File: src/rtl/scaled_frame_clock_with_timers_assert.svh
// Assertion macros for the scaled frame clock.
`ifndef SCALED_FRAME_CLOCK_WITH_TIMERS_ASSERT_SVH
`define SCALED_FRAME_CLOCK_WITH_TIMERS_ASSERT_SVH
`ifndef SYNTHESIS
`define SFC_ASSERT_IMPLY(label, clk, rst, cond, prop) \
   label: assert property (@(posedge clk) disable iff (rst) (cond) |-> (prop)) \
      else $error("assertion failed");
`define SFC_ASSERT_NEXT(label, clk, rst, cond, prop) \
   label: assert property (@(posedge clk) disable iff (rst) (cond) |=> (prop)) \
      else $error("assertion failed");
`else
`define SFC_ASSERT_IMPLY(label, clk, rst, cond, prop)
`define SFC_ASSERT_NEXT(label, clk, rst, cond, prop)
`endif
`endif

File: src/rtl/sfc_pkg.sv
// Shared types and constants of the scaled frame clock.
package sfc_pkg;
   localparam logic [15:0] SCALE_ONE = 16'd4096;
   localparam logic [15:0] SCALE_MAX = 16'd40960;
   localparam logic [16:0] DELTA_CAP = 17'd100000;
   localparam logic [31:0] WINDOW_US = 32'd1000000;
   localparam logic [1:0] CSR_TARGET = 2'd0;
   localparam logic [1:0] CSR_LENGTH = 2'd1;
   localparam logic [1:0] CSR_PAUSED = 2'd2;
   localparam logic OP_TICK = 1'b0;
   localparam logic OP_SCHED = 1'b1;

   typedef enum logic [7:0] {
      ST_IDLE  = 8'b00000001,
      ST_MUL   = 8'b00000010,
      ST_ACC   = 8'b00000100,
      ST_SDIV  = 8'b00001000,
      ST_RDIV  = 8'b00010000,
      ST_SLOTS = 8'b00100000,
      ST_SCHED = 8'b01000000,
      ST_OUT   = 8'b10000000
   } state_type;

   typedef struct packed {
      logic load;      // capture a new word
      logic mul;       // form scaled delta
      logic acc;       // update total, transition and frame window
      logic sdiv_go;   // start scale divide
      logic sdiv_fin;  // apply scale divide
      logic rdiv_go;   // start rate divide
      logic rdiv_fin;  // apply rate divide
      logic slot_step; // process one slot
      logic sched;     // claim a slot
      logic out_load;  // present result
   } cmd_type;

   typedef struct packed {
      logic div_busy;
      logic need_sdiv;
      logic need_rdiv;
      logic slot_last;
      logic is_sched;
   } status_type;
endpackage

File: src/rtl/scaled_frame_clock_with_timers.sv
// Top level of the scaled frame clock with one-shot delay timers.
//  channel  ports            direction  handshake
//  request  req_*            in         req_valid / req_stall
//  response rsp_*            out        rsp_valid / rsp_stall
//  config   csr_*            in         csr_valid / csr_ready
// A schedule word steps through load, MUL, SCHED and OUT. A tick steps through
// load, MUL, ACC, SDIV, RDIV, one SLOTS step per delay slot and OUT; the scale
// and frame-rate divides run only when needed, on the shared 52-step divider,
// and the scan handles one slot a cycle. Reset is synchronous and clears all
// control state. The result register is held while it is valid and rsp_stall is
// high; a new word enters once the previous result has been loaded into it.
`include "scaled_frame_clock_with_timers_assert.svh"
module scaled_frame_clock_with_timers #(
   parameter int DELAY_SLOTS = 16
) (
   input  logic        clock,
   input  logic        reset,
   input  logic        req_valid,
   output logic        req_stall,
   input  logic        req_opcode,
   input  logic [31:0] req_raw_delta_us,
   input  logic [31:0] req_delay_us,
   output logic        rsp_valid,
   input  logic        rsp_stall,
   output logic [16:0] rsp_scaled_delta_us,
   output logic [47:0] rsp_total_time_us,
   output logic [15:0] rsp_frame_rate,
   output logic [15:0] rsp_scale_now,
   output logic [15:0] rsp_fired_mask,
   output logic        rsp_accepted,
   output logic [3:0]  rsp_slot_index,
   input  logic        csr_valid,
   output logic        csr_ready,
   input  logic [1:0]  csr_index,
   input  logic [31:0] csr_data
);
   sfc_pkg::cmd_type    cmd;
   sfc_pkg::status_type stat;
   logic                sched_quiet;

   assign csr_ready = 1'b1;

   sfc_ctrl u_ctrl (
      .clock(clock), .reset(reset), .req_valid(req_valid), .req_stall(req_stall),
      .rsp_valid(rsp_valid), .rsp_stall(rsp_stall), .stat(stat), .cmd(cmd)
   );

   sfc_dp #(.DELAY_SLOTS(DELAY_SLOTS)) u_dp (
      .clock(clock), .reset(reset), .cmd(cmd), .stat(stat),
      .req_opcode(req_opcode), .req_raw_delta_us(req_raw_delta_us),
      .req_delay_us(req_delay_us), .csr_write(csr_valid && csr_ready),
      .csr_index(csr_index), .csr_data(csr_data),
      .rsp_scaled_delta_us(rsp_scaled_delta_us), .rsp_total_time_us(rsp_total_time_us),
      .rsp_frame_rate(rsp_frame_rate), .rsp_scale_now(rsp_scale_now),
      .rsp_fired_mask(rsp_fired_mask), .rsp_accepted(rsp_accepted),
      .rsp_slot_index(rsp_slot_index)
   );

   assign sched_quiet = (rsp_fired_mask == 16'd0) && (rsp_scaled_delta_us == 17'd0);

   `SFC_ASSERT_IMPLY(a_sched_quiet, clock, reset, rsp_valid && rsp_accepted, sched_quiet)
   `SFC_ASSERT_IMPLY(a_scale_range, clock, reset, rsp_valid, rsp_scale_now <= 16'd40960)
   `SFC_ASSERT_NEXT(a_one_in_flight, clock, reset, req_valid && !req_stall, req_stall)
endmodule

File: src/rtl/sfc_ctrl.sv
// Sequencer of the scaled frame clock.
module sfc_ctrl (
   input  logic                 clock,
   input  logic                 reset,
   input  logic                 req_valid,
   output logic                 req_stall,
   output logic                 rsp_valid,
   input  logic                 rsp_stall,
   input  sfc_pkg::status_type  stat,
   output sfc_pkg::cmd_type     cmd
);
   sfc_pkg::state_type state_ff, state_in;
   logic rsp_valid_ff, rsp_valid_in;
   logic div_wait_ff, div_wait_in;

   assign rsp_valid = rsp_valid_ff;
   // Requests stall outside the idle state; the result register frees when it is empty or being taken.
   assign req_stall = !(state_ff == sfc_pkg::ST_IDLE);

   always_comb begin
      state_in = state_ff;
      rsp_valid_in = rsp_valid_ff && rsp_stall;
      div_wait_in = div_wait_ff;
      cmd = '0;
      unique case (state_ff)
         sfc_pkg::ST_IDLE: begin
            if (req_valid) begin
               cmd.load = 1'b1;
               state_in = sfc_pkg::ST_MUL;
            end
         end
         sfc_pkg::ST_MUL: begin
            if (stat.is_sched) begin
               state_in = sfc_pkg::ST_SCHED;
            end else begin
               cmd.mul = 1'b1;
               state_in = sfc_pkg::ST_ACC;
            end
         end
         sfc_pkg::ST_ACC: begin
            cmd.acc = 1'b1;
            div_wait_in = 1'b0;
            state_in = sfc_pkg::ST_SDIV;
         end
         sfc_pkg::ST_SDIV: begin
            if (!stat.need_sdiv) begin
               state_in = sfc_pkg::ST_RDIV;
            end else if (!div_wait_ff) begin
               cmd.sdiv_go = 1'b1;
               div_wait_in = 1'b1;
            end else if (!stat.div_busy) begin
               cmd.sdiv_fin = 1'b1;
               div_wait_in = 1'b0;
               state_in = sfc_pkg::ST_RDIV;
            end
         end
         sfc_pkg::ST_RDIV: begin
            if (!stat.need_rdiv) begin
               state_in = sfc_pkg::ST_SLOTS;
            end else if (!div_wait_ff) begin
               cmd.rdiv_go = 1'b1;
               div_wait_in = 1'b1;
            end else if (!stat.div_busy) begin
               cmd.rdiv_fin = 1'b1;
               div_wait_in = 1'b0;
               state_in = sfc_pkg::ST_SLOTS;
            end
         end
         sfc_pkg::ST_SLOTS: begin
            cmd.slot_step = 1'b1;
            if (stat.slot_last) state_in = sfc_pkg::ST_OUT;
         end
         sfc_pkg::ST_SCHED: begin
            cmd.sched = 1'b1;
            state_in = sfc_pkg::ST_OUT;
         end
         sfc_pkg::ST_OUT: begin
            if (!rsp_valid_ff || !rsp_stall) begin
               cmd.out_load = 1'b1;
               rsp_valid_in = 1'b1;
               state_in = sfc_pkg::ST_IDLE;
            end
         end
         default: state_in = sfc_pkg::ST_IDLE;
      endcase
   end

   always_ff @(posedge clock) begin
      if (reset) begin
         state_ff <= sfc_pkg::ST_IDLE;
         rsp_valid_ff <= 1'b0;
         div_wait_ff <= 1'b0;
      end else begin
         state_ff <= state_in;
         rsp_valid_ff <= rsp_valid_in;
         div_wait_ff <= div_wait_in;
      end
   end
endmodule

File: src/rtl/sfc_div.sv
// Shared restoring divider, one quotient bit per cycle.
module sfc_div (
   input  logic        clock,
   input  logic        reset,
   input  logic        start,
   input  logic [51:0] dividend,
   input  logic [31:0] divisor,
   output logic        busy,
   output logic [51:0] quotient
);
   logic [51:0] quo_ff, quo_in;
   logic [32:0] rem_ff, rem_in;
   logic [31:0] dvs_ff, dvs_in;
   logic [5:0]  cnt_ff, cnt_in;
   logic        busy_ff, busy_in;
   logic [32:0] trial;

   assign busy = busy_ff;
   assign quotient = quo_ff;

   always_comb begin
      quo_in = quo_ff;
      rem_in = rem_ff;
      dvs_in = dvs_ff;
      cnt_in = cnt_ff;
      busy_in = busy_ff;
      trial = {rem_ff[31:0], quo_ff[51]};
      if (start) begin
         quo_in = dividend;
         rem_in = '0;
         dvs_in = divisor;
         cnt_in = 6'd52;
         busy_in = 1'b1;
      end else if (busy_ff) begin
         if (trial >= {1'b0, dvs_ff}) begin
            rem_in = trial - {1'b0, dvs_ff};
            quo_in = {quo_ff[50:0], 1'b1};
         end else begin
            rem_in = trial;
            quo_in = {quo_ff[50:0], 1'b0};
         end
         cnt_in = cnt_ff - 6'd1;
         if (cnt_ff == 6'd1) busy_in = 1'b0;
      end
   end

   always_ff @(posedge clock) begin
      if (reset) begin
         busy_ff <= 1'b0;
         cnt_ff <= '0;
      end else begin
         busy_ff <= busy_in;
         cnt_ff <= cnt_in;
      end
      quo_ff <= quo_in;
      rem_ff <= rem_in;
      dvs_ff <= dvs_in;
   end
endmodule

File: src/rtl/sfc_dp.sv
// Datapath of the scaled frame clock: registers, slots and arithmetic.
module sfc_dp #(
   parameter int DELAY_SLOTS = 16
) (
   input  logic                clock,
   input  logic                reset,
   input  sfc_pkg::cmd_type    cmd,
   output sfc_pkg::status_type stat,
   input  logic                req_opcode,
   input  logic [31:0]         req_raw_delta_us,
   input  logic [31:0]         req_delay_us,
   input  logic                csr_write,
   input  logic [1:0]          csr_index,
   input  logic [31:0]         csr_data,
   output logic [16:0]         rsp_scaled_delta_us,
   output logic [47:0]         rsp_total_time_us,
   output logic [15:0]         rsp_frame_rate,
   output logic [15:0]         rsp_scale_now,
   output logic [15:0]         rsp_fired_mask,
   output logic                rsp_accepted,
   output logic [3:0]          rsp_slot_index
);
   localparam int SW = (DELAY_SLOTS > 1) ? $clog2(DELAY_SLOTS) : 1;

   logic [15:0] target_ff, target_in;
   logic [31:0] length_ff, length_in;
   logic        paused_ff, paused_in;
   logic [15:0] scale_ff, scale_in;
   logic        tr_act_ff, tr_act_in;
   logic [31:0] tr_el_ff, tr_el_in;
   logic [47:0] total_ff, total_in;
   logic [15:0] fcnt_ff, fcnt_in;
   logic [31:0] win_ff, win_in;
   logic [15:0] rate_ff, rate_in;
   logic [DELAY_SLOTS-1:0] busy_ff, busy_in;
   logic [31:0] sdelay_ff [DELAY_SLOTS];
   logic [31:0] sel_ff [DELAY_SLOTS];
   logic        op_ff;
   logic [31:0] raw_ff, delay_ff;
   logic [16:0] scaled_ff, scaled_in;
   logic [15:0] fired_ff, fired_in;
   logic [SW-1:0] idx_ff, idx_in;
   logic        sdir_ff, sdir_in;
   logic        need_s_ff, need_s_in, need_r_ff, need_r_in;
   logic [16:0] o_scaled_ff;
   logic [47:0] o_total_ff;
   logic [15:0] o_rate_ff, o_scale_ff, o_fired_ff;
   logic        o_acc_ff, acc_ff, acc_in;
   logic [3:0]  o_slot_ff, slot_ff, slot_in;

   logic [47:0] prod;
   logic [32:0] sum_el, sum_win, sum_slot;
   logic [48:0] sum_tot;
   logic [31:0] el_sat, win_sat, slot_sat;
   logic [15:0] diff;
   logic [47:0] mprod;
   logic        dstart, dbusy;
   logic [51:0] dividend, quo;
   logic [31:0] divisor;
   logic [15:0] cw;
   logic        found;
   logic [SW-1:0] free_idx;

   sfc_div u_div (
      .clock(clock), .reset(reset), .start(dstart), .dividend(dividend),
      .divisor(divisor), .busy(dbusy), .quotient(quo)
   );

   assign prod = raw_ff * {16'd0, scale_ff};
   assign diff = sdir_ff ? (target_ff - scale_ff) : (scale_ff - target_ff);
   assign mprod = {16'd0, diff} * {16'd0, tr_el_ff};
   assign dstart = cmd.sdiv_go || cmd.rdiv_go;
   assign dividend = cmd.sdiv_go ? {4'd0, mprod}
                                 : ({36'd0, fcnt_ff} * 52'd1000000);
   assign divisor = cmd.sdiv_go ? length_ff : win_ff;
   assign sum_el = {1'b0, tr_el_ff} + {16'd0, scaled_ff};
   assign el_sat = sum_el[32] ? 32'hFFFFFFFF : sum_el[31:0];
   assign sum_win = {1'b0, win_ff} + {16'd0, scaled_ff};
   assign win_sat = sum_win[32] ? 32'hFFFFFFFF : sum_win[31:0];
   assign sum_tot = {1'b0, total_ff} + {32'd0, scaled_ff};
   assign sum_slot = {1'b0, sel_ff[idx_ff]} + {16'd0, scaled_ff};
   assign slot_sat = sum_slot[32] ? 32'hFFFFFFFF : sum_slot[31:0];
   assign cw = (csr_data[15:0] > sfc_pkg::SCALE_MAX) ? sfc_pkg::SCALE_MAX
                                                     : csr_data[15:0];

   always_comb begin
      found = 1'b0;
      free_idx = '0;
      for (int i = DELAY_SLOTS - 1; i >= 0; i--) begin
         if (!busy_ff[i]) begin
            found = 1'b1;
            free_idx = SW'(i);
         end
      end
   end

   assign stat.div_busy = dbusy;
   assign stat.need_sdiv = need_s_ff;
   assign stat.need_rdiv = need_r_ff;
   assign stat.slot_last = (idx_ff == SW'(DELAY_SLOTS - 1));
   assign stat.is_sched = (op_ff == sfc_pkg::OP_SCHED);

   always_comb begin
      target_in = target_ff; length_in = length_ff; paused_in = paused_ff;
      scale_in = scale_ff; tr_act_in = tr_act_ff; tr_el_in = tr_el_ff;
      total_in = total_ff; fcnt_in = fcnt_ff; win_in = win_ff; rate_in = rate_ff;
      busy_in = busy_ff; scaled_in = scaled_ff; fired_in = fired_ff;
      idx_in = idx_ff; sdir_in = sdir_ff; need_s_in = need_s_ff;
      need_r_in = need_r_ff; acc_in = acc_ff; slot_in = slot_ff;
      if (csr_write) begin
         unique case (csr_index)
            sfc_pkg::CSR_TARGET: begin
               target_in = cw; tr_el_in = '0; tr_act_in = (length_ff != 0);
            end
            sfc_pkg::CSR_LENGTH: begin
               length_in = csr_data; tr_el_in = '0; tr_act_in = (csr_data != 0);
            end
            sfc_pkg::CSR_PAUSED: paused_in = csr_data[0];
            default: ;
         endcase
      end
      if (cmd.load) begin
         scaled_in = '0; fired_in = '0; idx_in = '0;
         need_s_in = 1'b0; need_r_in = 1'b0; acc_in = 1'b0; slot_in = '0;
      end
      if (cmd.mul && !paused_ff) begin
         scaled_in = (prod[47:12] > {19'd0, sfc_pkg::DELTA_CAP})
                     ? sfc_pkg::DELTA_CAP : prod[28:12];
      end
      if (cmd.acc) begin
         total_in = sum_tot[48] ? 48'hFFFFFFFFFFFF : sum_tot[47:0];
         if (!tr_act_ff || length_ff == 0) begin
            scale_in = target_ff; tr_act_in = 1'b0;
         end else if (el_sat >= length_ff) begin
            scale_in = target_ff; tr_act_in = 1'b0; tr_el_in = '0;
         end else begin
            tr_el_in = el_sat; need_s_in = 1'b1;
            sdir_in = (target_ff >= scale_ff);
         end
         if (fcnt_ff != 16'hFFFF) fcnt_in = fcnt_ff + 16'd1;
         win_in = win_sat;
         need_r_in = (win_sat >= sfc_pkg::WINDOW_US);
      end
      if (cmd.sdiv_fin) begin
         scale_in = sdir_ff ? scale_ff + quo[15:0] : scale_ff - quo[15:0];
      end
      if (cmd.rdiv_fin) begin
         rate_in = (quo[51:16] != 0) ? 16'hFFFF : quo[15:0];
         fcnt_in = '0; win_in = '0;
      end
      if (cmd.slot_step) begin
         if (busy_ff[idx_ff] && slot_sat >= sdelay_ff[idx_ff]) begin
            busy_in[idx_ff] = 1'b0;
            if (32'(idx_ff) < 16) fired_in[4'(idx_ff)] = 1'b1;
         end
         idx_in = idx_ff + SW'(1);
      end
      if (cmd.sched && found) begin
         busy_in[free_idx] = 1'b1;
         acc_in = 1'b1;
         slot_in = 4'(free_idx);
      end
   end

   always_ff @(posedge clock) begin
      if (reset) begin
         target_ff <= sfc_pkg::SCALE_ONE; length_ff <= '0; paused_ff <= 1'b0;
         scale_ff <= sfc_pkg::SCALE_ONE; tr_act_ff <= 1'b0; tr_el_ff <= '0;
         total_ff <= '0; fcnt_ff <= '0; win_ff <= '0; rate_ff <= 16'd60;
         busy_ff <= '0; idx_ff <= '0; need_s_ff <= 1'b0; need_r_ff <= 1'b0;
      end else begin
         target_ff <= target_in; length_ff <= length_in; paused_ff <= paused_in;
         scale_ff <= scale_in; tr_act_ff <= tr_act_in; tr_el_ff <= tr_el_in;
         total_ff <= total_in; fcnt_ff <= fcnt_in; win_ff <= win_in;
         rate_ff <= rate_in; busy_ff <= busy_in; idx_ff <= idx_in;
         need_s_ff <= need_s_in; need_r_ff <= need_r_in;
      end
      scaled_ff <= scaled_in; fired_ff <= fired_in; sdir_ff <= sdir_in;
      acc_ff <= acc_in; slot_ff <= slot_in;
      if (cmd.load) begin
         op_ff <= req_opcode; raw_ff <= req_raw_delta_us; delay_ff <= req_delay_us;
      end
      if (cmd.slot_step) sel_ff[idx_ff] <= slot_sat;
      if (cmd.sched && found) begin
         sdelay_ff[free_idx] <= delay_ff;
         sel_ff[free_idx] <= '0;
      end
      if (cmd.out_load) begin
         o_scaled_ff <= scaled_ff; o_total_ff <= total_ff; o_rate_ff <= rate_ff;
         o_scale_ff <= scale_ff; o_fired_ff <= fired_ff; o_acc_ff <= acc_ff;
         o_slot_ff <= slot_ff;
      end
   end

   assign rsp_scaled_delta_us = o_scaled_ff;
   assign rsp_total_time_us = o_total_ff;
   assign rsp_frame_rate = o_rate_ff;
   assign rsp_scale_now = o_scale_ff;
   assign rsp_fired_mask = o_fired_ff;
   assign rsp_accepted = o_acc_ff;
   assign rsp_slot_index = o_slot_ff;
endmodule

File: config.mk
export PLATFORM = sky130hd
export DESIGN_NAME = scaled_frame_clock_with_timers
export DESIGN_NICKNAME = d
export VERILOG_FILES = /design/src/rtl/sfc_pkg.sv /design/src/rtl/scaled_frame_clock_with_timers.sv /design/src/rtl/sfc_ctrl.sv /design/src/rtl/sfc_div.sv /design/src/rtl/sfc_dp.sv
export VERILOG_INCLUDE_DIRS = /design/src /design/src/rtl
export SDC_FILE = /design/constraint.sdc
export NUM_CORES = 2
export LEC_CHECK = 0
export CAP_MARGIN = 30
export CORE_MARGIN = 2
export CORE_UTILIZATION = 55
export CTS_CLUSTER_DIAMETER = 60
export CTS_CLUSTER_SIZE = 40
export DETAILED_ROUTE_END_ITERATION = 8
export DONT_BUFFER_PORTS = 1
export GPL_ROUTABILITY_DRIVEN = 0
export HOLD_SLACK_MARGIN = 0.05
export PLACE_DENSITY = 0.7
export REMOVE_ABC_BUFFERS = 1
export SETUP_SLACK_MARGIN = 0.5
export SKIP_LAST_GASP = 1
export SYNTH_ARGS = -nofsm -noshare
export SYNTH_HDL_FRONTEND = slang
export SYNTH_SLANG_ARGS = --single-unit
export TNS_END_PERCENT = 10
File: constraint.sdc
create_clock -name clock -period 13.4 [get_ports clock]
set_input_delay 2.68 -clock clock [delete_from_list [all_inputs] [get_ports clock]]
set_output_delay 2.68 -clock clock [all_outputs]
set_load 0.02 [all_outputs]
After elaboration in Yosys (flattened, before gate mapping)
Memories as Yosys holds them, arrays and structs flattened. A register that Yosys moved wholly into a read port is not among the register bits. Index checks and enable logic that the tools add are counted.

Register bits: 587. Bits in writable memories: 1024. Output and inout port bits: 121. Memories kept: 2.

$add $sub $neg: 12. Multipliers: 3. Order comparisons: 11. Equality and inequality tests: 22. Muxes and demuxes: 134. Bitwise operators: 6. Reductions and logical operators: 39.

Memories: u_dp.sdelay_ff (depth 16, bits a word 32, read ports 1, clocked after Yosys merged registers in 1, write ports 1, line sfc_dp.sv:36) `logic [31:0] sdelay_ff [DELAY_SLOTS];`; u_dp.sel_ff (depth 16, bits a word 32, read ports 1, clocked after Yosys merged registers in 1, write ports 1, line sfc_dp.sv:37) `logic [31:0] sel_ff [DELAY_SLOTS];`.

Operator list (count): $mux 32 (11); $mux 16 (14); $mux 52 (2); $add 32x17->33 (3); $mux 4 (24); $mux 48 (2); $mux 8 (9); $ge 32x32->1 (2); $pmux 8 s8 (1); $reduce_bool 32->1 (2); $mux 1 (56); $mux 17 (3); $add 48x17->49 (1); $mul 16x32->48 (1); $mul 32x16->48 (1); $sub 16x16->16 (3); $gt 36x17->1 const B (1); $reduce_bool 36->1 (1); $ge 33x32->1 (1); $ge 32x20->1 const B (1); $logic_not 32->1 (1); $or 16x16->16 (2); $reduce_or 32->1 (1); $sub 32x32->32 (1); 45 further kinds (83).

Depth between registers and ports, before layout
Word-level depth: 22. Gate-level depth with buffers: 40. Depth with buffers taken out: 38.

By module
From an unflattened synthesis, not the netlist that was laid out.

Cells, all modules: 10449. Area, all modules: 109759.0 µm².

Modules (own cells, without submodules): sfc_dp (instances 1, cells each 9743, area an instance 102331.9 µm², seq. area each 36845.3 µm²); sfc_div (instances 1, cells each 630, area an instance 6791.5 µm², seq. area each 3303.2 µm²); sfc_ctrl (instances 1, cells each 74, area an instance 624.3 µm², seq. area each 200.2 µm²); scaled_frame_clock_with_timers (instances 1, cells each 2, area an instance 11.3 µm², seq. area each 0.0 µm²).

Least setup slack after synthesis
No wires, ideal clock.

Path type: reg-to-reg. Start point: register u_dp.scale_ff[1]. End point: register u_dp.u_div.quo_ff[46], in the netlist u_dp.u_div.quotient[46] (data pin). Data arrival time: 9.340 ns. Data required time: 13.264 ns. Setup slack: 3.924 ns. Stages on the path, launching flop included: 36. Buffers on the path: 2. Period minus slack after synthesis: 9.476 ns. Cells stage by stage: dfxtp_1 > clkbuf_1 > inv_1 > ha_1 > a21o_1 > a21o_1 > a21o_1 > a21o_1 > o21ai_0 > o21a_1 > o221ai_1 > a41oi_1 > xnor2_1 > clkbuf_1 > nand2_1 > fa_1 > fa_1 > inv_1 > fa_1 > fa_1 > fa_1 > inv_1 > fa_1 > inv_1 > ha_1 > a21o_1 > a21o_1 > a211oi_1 > o21ai_0 > o22ai_1 > o211a_1 > nor3_1 > a31oi_1 > o21ai_0 > or4b_2 > nand3_1.

Longest elaborated chain between the ends: 5. Elaborated cells on any way between the ends: 6. Classes of those cells: add/sub (2); mul (1); mux (3).

Ends and longest elaborated chain: start: declaration (line sfc_dp.sv:28) `logic [15:0] scale_ff, scale_in;`; start signal: assignment (line sfc_dp.sv:173) `scale_ff <= scale_in; tr_act_ff <= tr_act_in; tr_el_ff <= tr_el_in;`; $sub 16x16->16 (line sfc_dp.sv:70) `assign diff = sdir_ff ? (target_ff - scale_ff) : (scale_ff - target_ff);`; $mux 16 (*) (line sfc_dp.sv:70); $mul 16x32->48 (*) (line sfc_dp.sv:71) `assign mprod = {16'd0, diff} * {16'd0, tr_el_ff};`; $mux 48 (*) (line sfc_dp.sv:73) `assign dividend = cmd.sdiv_go ? {4'd0, mprod}`; $mux 52 (*) (line sfc_div.sv:28) `if (start) begin`; via u_dp.u_div.quo_in[46] (line sfc_div.sv:11) `logic [51:0] quo_ff, quo_in;`; end signal: assignment (line sfc_div.sv:55) `quo_ff <= quo_in;`; end: declaration (line sfc_div.sv:11).

The timed path passes the listed nets; every way through them passes the cells marked *. A chain may end at the register's enable or synchronous reset.

Worst setup path in the final report
Same ends and word-level chain as after synthesis.

==> key figures <==
Status
  • Status: completed

Clocking
  • Clk sinks: 1615
  • CTS tree: done
  • Hold_buf cts: 0
  • CTS max path bufs: 3
  • Post_cts resized: 0
  • Clock root buffer: clkbuf_16
  • Worst-path clk slew: 0.10 ns
  • CTS Buf Count: 113
  • H-tree depth: 3
  • Post-CTS Setup Bufs: 0
  • Later-pin clock latency in the skew report: 0.85 ns

Finish
  • Commonest non-fill, non-tap cell in the layout: edfxtp_1
  • Filler Cells Inserted: 14999
  • Post-route insts no fill: 11605
  • Multi-input gate area: 55100 um^2
  • Design area: 114000 um^2
  • Final core utilization: 0.594
  • Fin nets: 10543
  • Most frequent cells in the layout: edfxtp_1, inv_1, nand2_1
  • Sequential cell area: 45500 um^2
  • Area Growth Syn to Fin: 7.36%
  • Share of layout cells above drive strength 1: 0.0924

Job
  • Max cap viols: 0

Synthesis
  • Synthesized area: 106000 um^2
  • Distinct cells, synth: 94
  • #FFs+latches synth: 1615
  • Primary FF master, synth: edfxtp_1
  • Mapped Cells: 9096
  • Synthesis warning total: 0
  • Synthesized area per cell: 11.7 um^2
  • Async SR Flop Fraction: 0
  • Post-synth EDFFs: 1313
  • Sequential share of the synthesized area: 0.427

Global route
  • Tot GR Track Use: 0.292
  • Initial antenna violation count: 13
  • Wire length of the first global-routing pass: 437 mm
  • Largest net degree at the start of global routing: 178
  • Total congestion overflow: 0
  • Vias in the first global route: 73023

Die
  • DIE WIDTH: 444 um
  • Initial Util: 0.553
  • Top Ports: 225
  • Total die area: 197000 um^2
  • Rows: 161
  • Placeable Area: 192000 um^2
  • Chip height: 444 um

Placement
  • Input/output buffers: 0
  • Dpl cells: 11370
  • Dpl hpwl: 199 mm
  • Dpl ws: 2.50 ns
  • Placed instance area: 110000 um^2

Power and ir drop
  • Sw frac: 0.314
  • Clk pwr share: 0.324
  • Pwr Density: 107 nW/um^2
  • Static Leak: 0.0446 uW
  • Logic pwr share: 0.161
  • Sequential Power Share: 0.515
  • Int Pwr: 8370 uW
  • Peak VDD IR: 0.166 mV
  • P_sw: 3830 uW

Detailed routing
  • Vias: 70905
  • DR DRC count: 0
  • Total Wirelength: 286 mm
  • DR pass1 iterations: 6
  • Wire per inst: 24.6 um
  • Drt via density: 6.11
  • Antenna Violating Nets Remaining: 0
  • DR iter-0 viols: 6812

Timing
  • Slew @ Worst Pin: 1.13 ns
  • Unrepaired setup endpoints after global routing: false
  • Relative slew slack: 0.224
  • Fmax: 90.0 MHz
  • Crit path time final: 11.11 ns
  • Fin. Hold Viols: 0
  • Setup TNS Final: 0 ns
  • Final WS setup: 2.29 ns
  • Final Cycle Share: 0.829
  • Slew Limit Fails: 0
  • # setup viols final: 0
  • Skew final: 0.0808 ns

Hold path
  • Worst hold path class: reg -> reg

Critical path
  • End of the critical path: u_dp.u_div.quotient[46]
  • Crit. End Element: register
  • Crit path max-delay cell type: dfxtp_1
  • Critical Path AT: 11.75 ns
  • WP data required: 14.04 ns
  • R2r endpoint: u_dp.u_div.quotient[46]
  • CP startpoint kind: register
  • Worst R2R Start: u_dp.scale_ff[1]
  • R2R cell count: 34
  • Crit path from: u_dp.scale_ff[1]
  • Worst reg2reg setup slack: 2.29 ns
  • CP max stage delay: 0.89 ns
  • Crit path max fanout: 32
  • Setup CP Type: reg -> reg
how the worst min path moves through the flow:
stage                                start                endpoint  slack, ns  depth (start not counted)
final                     u_dp.fired_ff[8]  u_dp.rsp_fired_mask[8]       0.45                          0
after global routing      u_dp.fired_ff[4]  u_dp.rsp_fired_mask[4]       0.45                          0
after CTS                 u_dp.fired_ff[7]  u_dp.rsp_fired_mask[7]       0.44                          0
after detailed placement  u_dp.fired_ff[7]  u_dp.rsp_fired_mask[7]       0.42                          0
after global placement    u_dp.fired_ff[7]  u_dp.rsp_fired_mask[7]       0.42                          0
after floorplan            u_dp.slot_ff[0]  u_dp.rsp_slot_index[0]       0.40                          0
critical path: cells and delay by family (launching register included):
family                   cells  cell delay, ns
AND/OR/NAND/NOR              4            0.97
adder cells (fa/ha/maj)      8            3.95
AO/OA/AOI/OAI               16            4.12
XOR/XNOR                     1            0.14
buffers and inverters        5            0.77
flip-flops                   1            0.89
layout make-up:
type | instances | area share
multi-input combinational | 5837 | 0.482
sequential | 1615 | 0.398
inverter | 1221 | 0.0401
tap | 2526 | 0.0277
clock buffer | 116 | 0.0251
clock inverter | 100 | 0.0136
timing repair buffer | 180 | 0.0130
antenna | 10 | 0.000219
through the flow:
stage,hold WS (ns),power (uW)
3_5_place_dp,0.419,8300
3_3_place_gp,0.416,8220
4_1_cts,0.444,12200
6_report,0.447,12200
5_1_grt,0.450,12600
2_1_floorplan,0.400,7520
cells by family after synthesis:
family | share of synthesized area
AND/OR/NAND/NOR | 0.106
buffers and inverters | 0.0585
flip-flops | 0.427
adder cells (fa/ha/maj) | 0.236
AO/OA/AOI/OAI | 0.0771
multiplexers | 0.0732
XOR/XNOR | 0.0220
other | 0.0000352
power by group through the flow:
stage          Sequential (uW)  Combinational, uW  Clock (uW)
2_1_floorplan             6260               1260           0
3_3_place_gp              6380               1840           0
3_5_place_dp              6390               1910           0
4_1_cts                   6280               1930        4020
5_1_grt                   6300               2150        4190
6_report                  6280               1960        3960
flip-flops by register name (all words and copies together), names as in the netlist, 17 cells and up, named ones only:
name	count
u_dp.sdelay_ff	512
u_dp.sel_ff	512
u_dp.u_div.quotient	52
u_dp.rsp_total_time_us	48
u_dp.total_ff	48
u_dp.delay_ff	32
u_dp.length_ff	32
u_dp.raw_ff	32
u_dp.tr_el_ff	32
u_dp.u_div.dvs_ff	32
u_dp.u_div.rem_ff	32
u_dp.win_ff	32
u_dp.rsp_scaled_delta_us	17
u_dp.scaled_ff	17
cell usage after synthesis, types with 17 or more instances:
cell | n | area, um^2
edfxtp_1 | 1313 | 39400
inv_1 | 1221 | 4580
nand2_1 | 1137 | 4270
fa_1 | 898 | 18000
ha_1 | 573 | 7170
a21oi_1 | 409 | 2050
nor2_1 | 403 | 1510
clkbuf_1 | 375 | 1410
and2_1 | 343 | 2150
mux4_2 | 324 | 7300
dfxtp_1 | 302 | 6050
o21ai_0 | 288 | 1440
xnor2_1 | 137 | 1200
xor2_1 | 130 | 1140
a21o_1 | 129 | 968
nor3_1 | 87 | 435
nand3_1 | 78 | 390
a211oi_1 | 77 | 578
nand2b_1 | 61 | 382
nand4_1 | 55 | 344
nor2b_1 | 50 | 313
nor4_1 | 46 | 288
and3_1 | 45 | 282
a31oi_1 | 44 | 275
o21a_1 | 43 | 323
mux2i_1 | 40 | 400
o21bai_1 | 37 | 278
buf_1 | 34 | 128
o211ai_1 | 34 | 255
a22oi_1 | 27 | 203
or3_1 | 24 | 150
o31ai_1 | 23 | 173
or2_2 | 22 | 138
a211o_1 | 17 | 149
routing by layer:
metal | up-vias | part of all wire | GRT usage
met1 | 36122 | 0.38 | 0.375
met4 | 12 | 0.063 | 0.162
met2 | 3167 | 0.48 | 0.483
met3 | 701 | 0.073 | 0.0367
met5 | - | 0.00035 | 0
li1 | 30903 | - | -
Note: power is estimated with default switching activity, not from simulation.
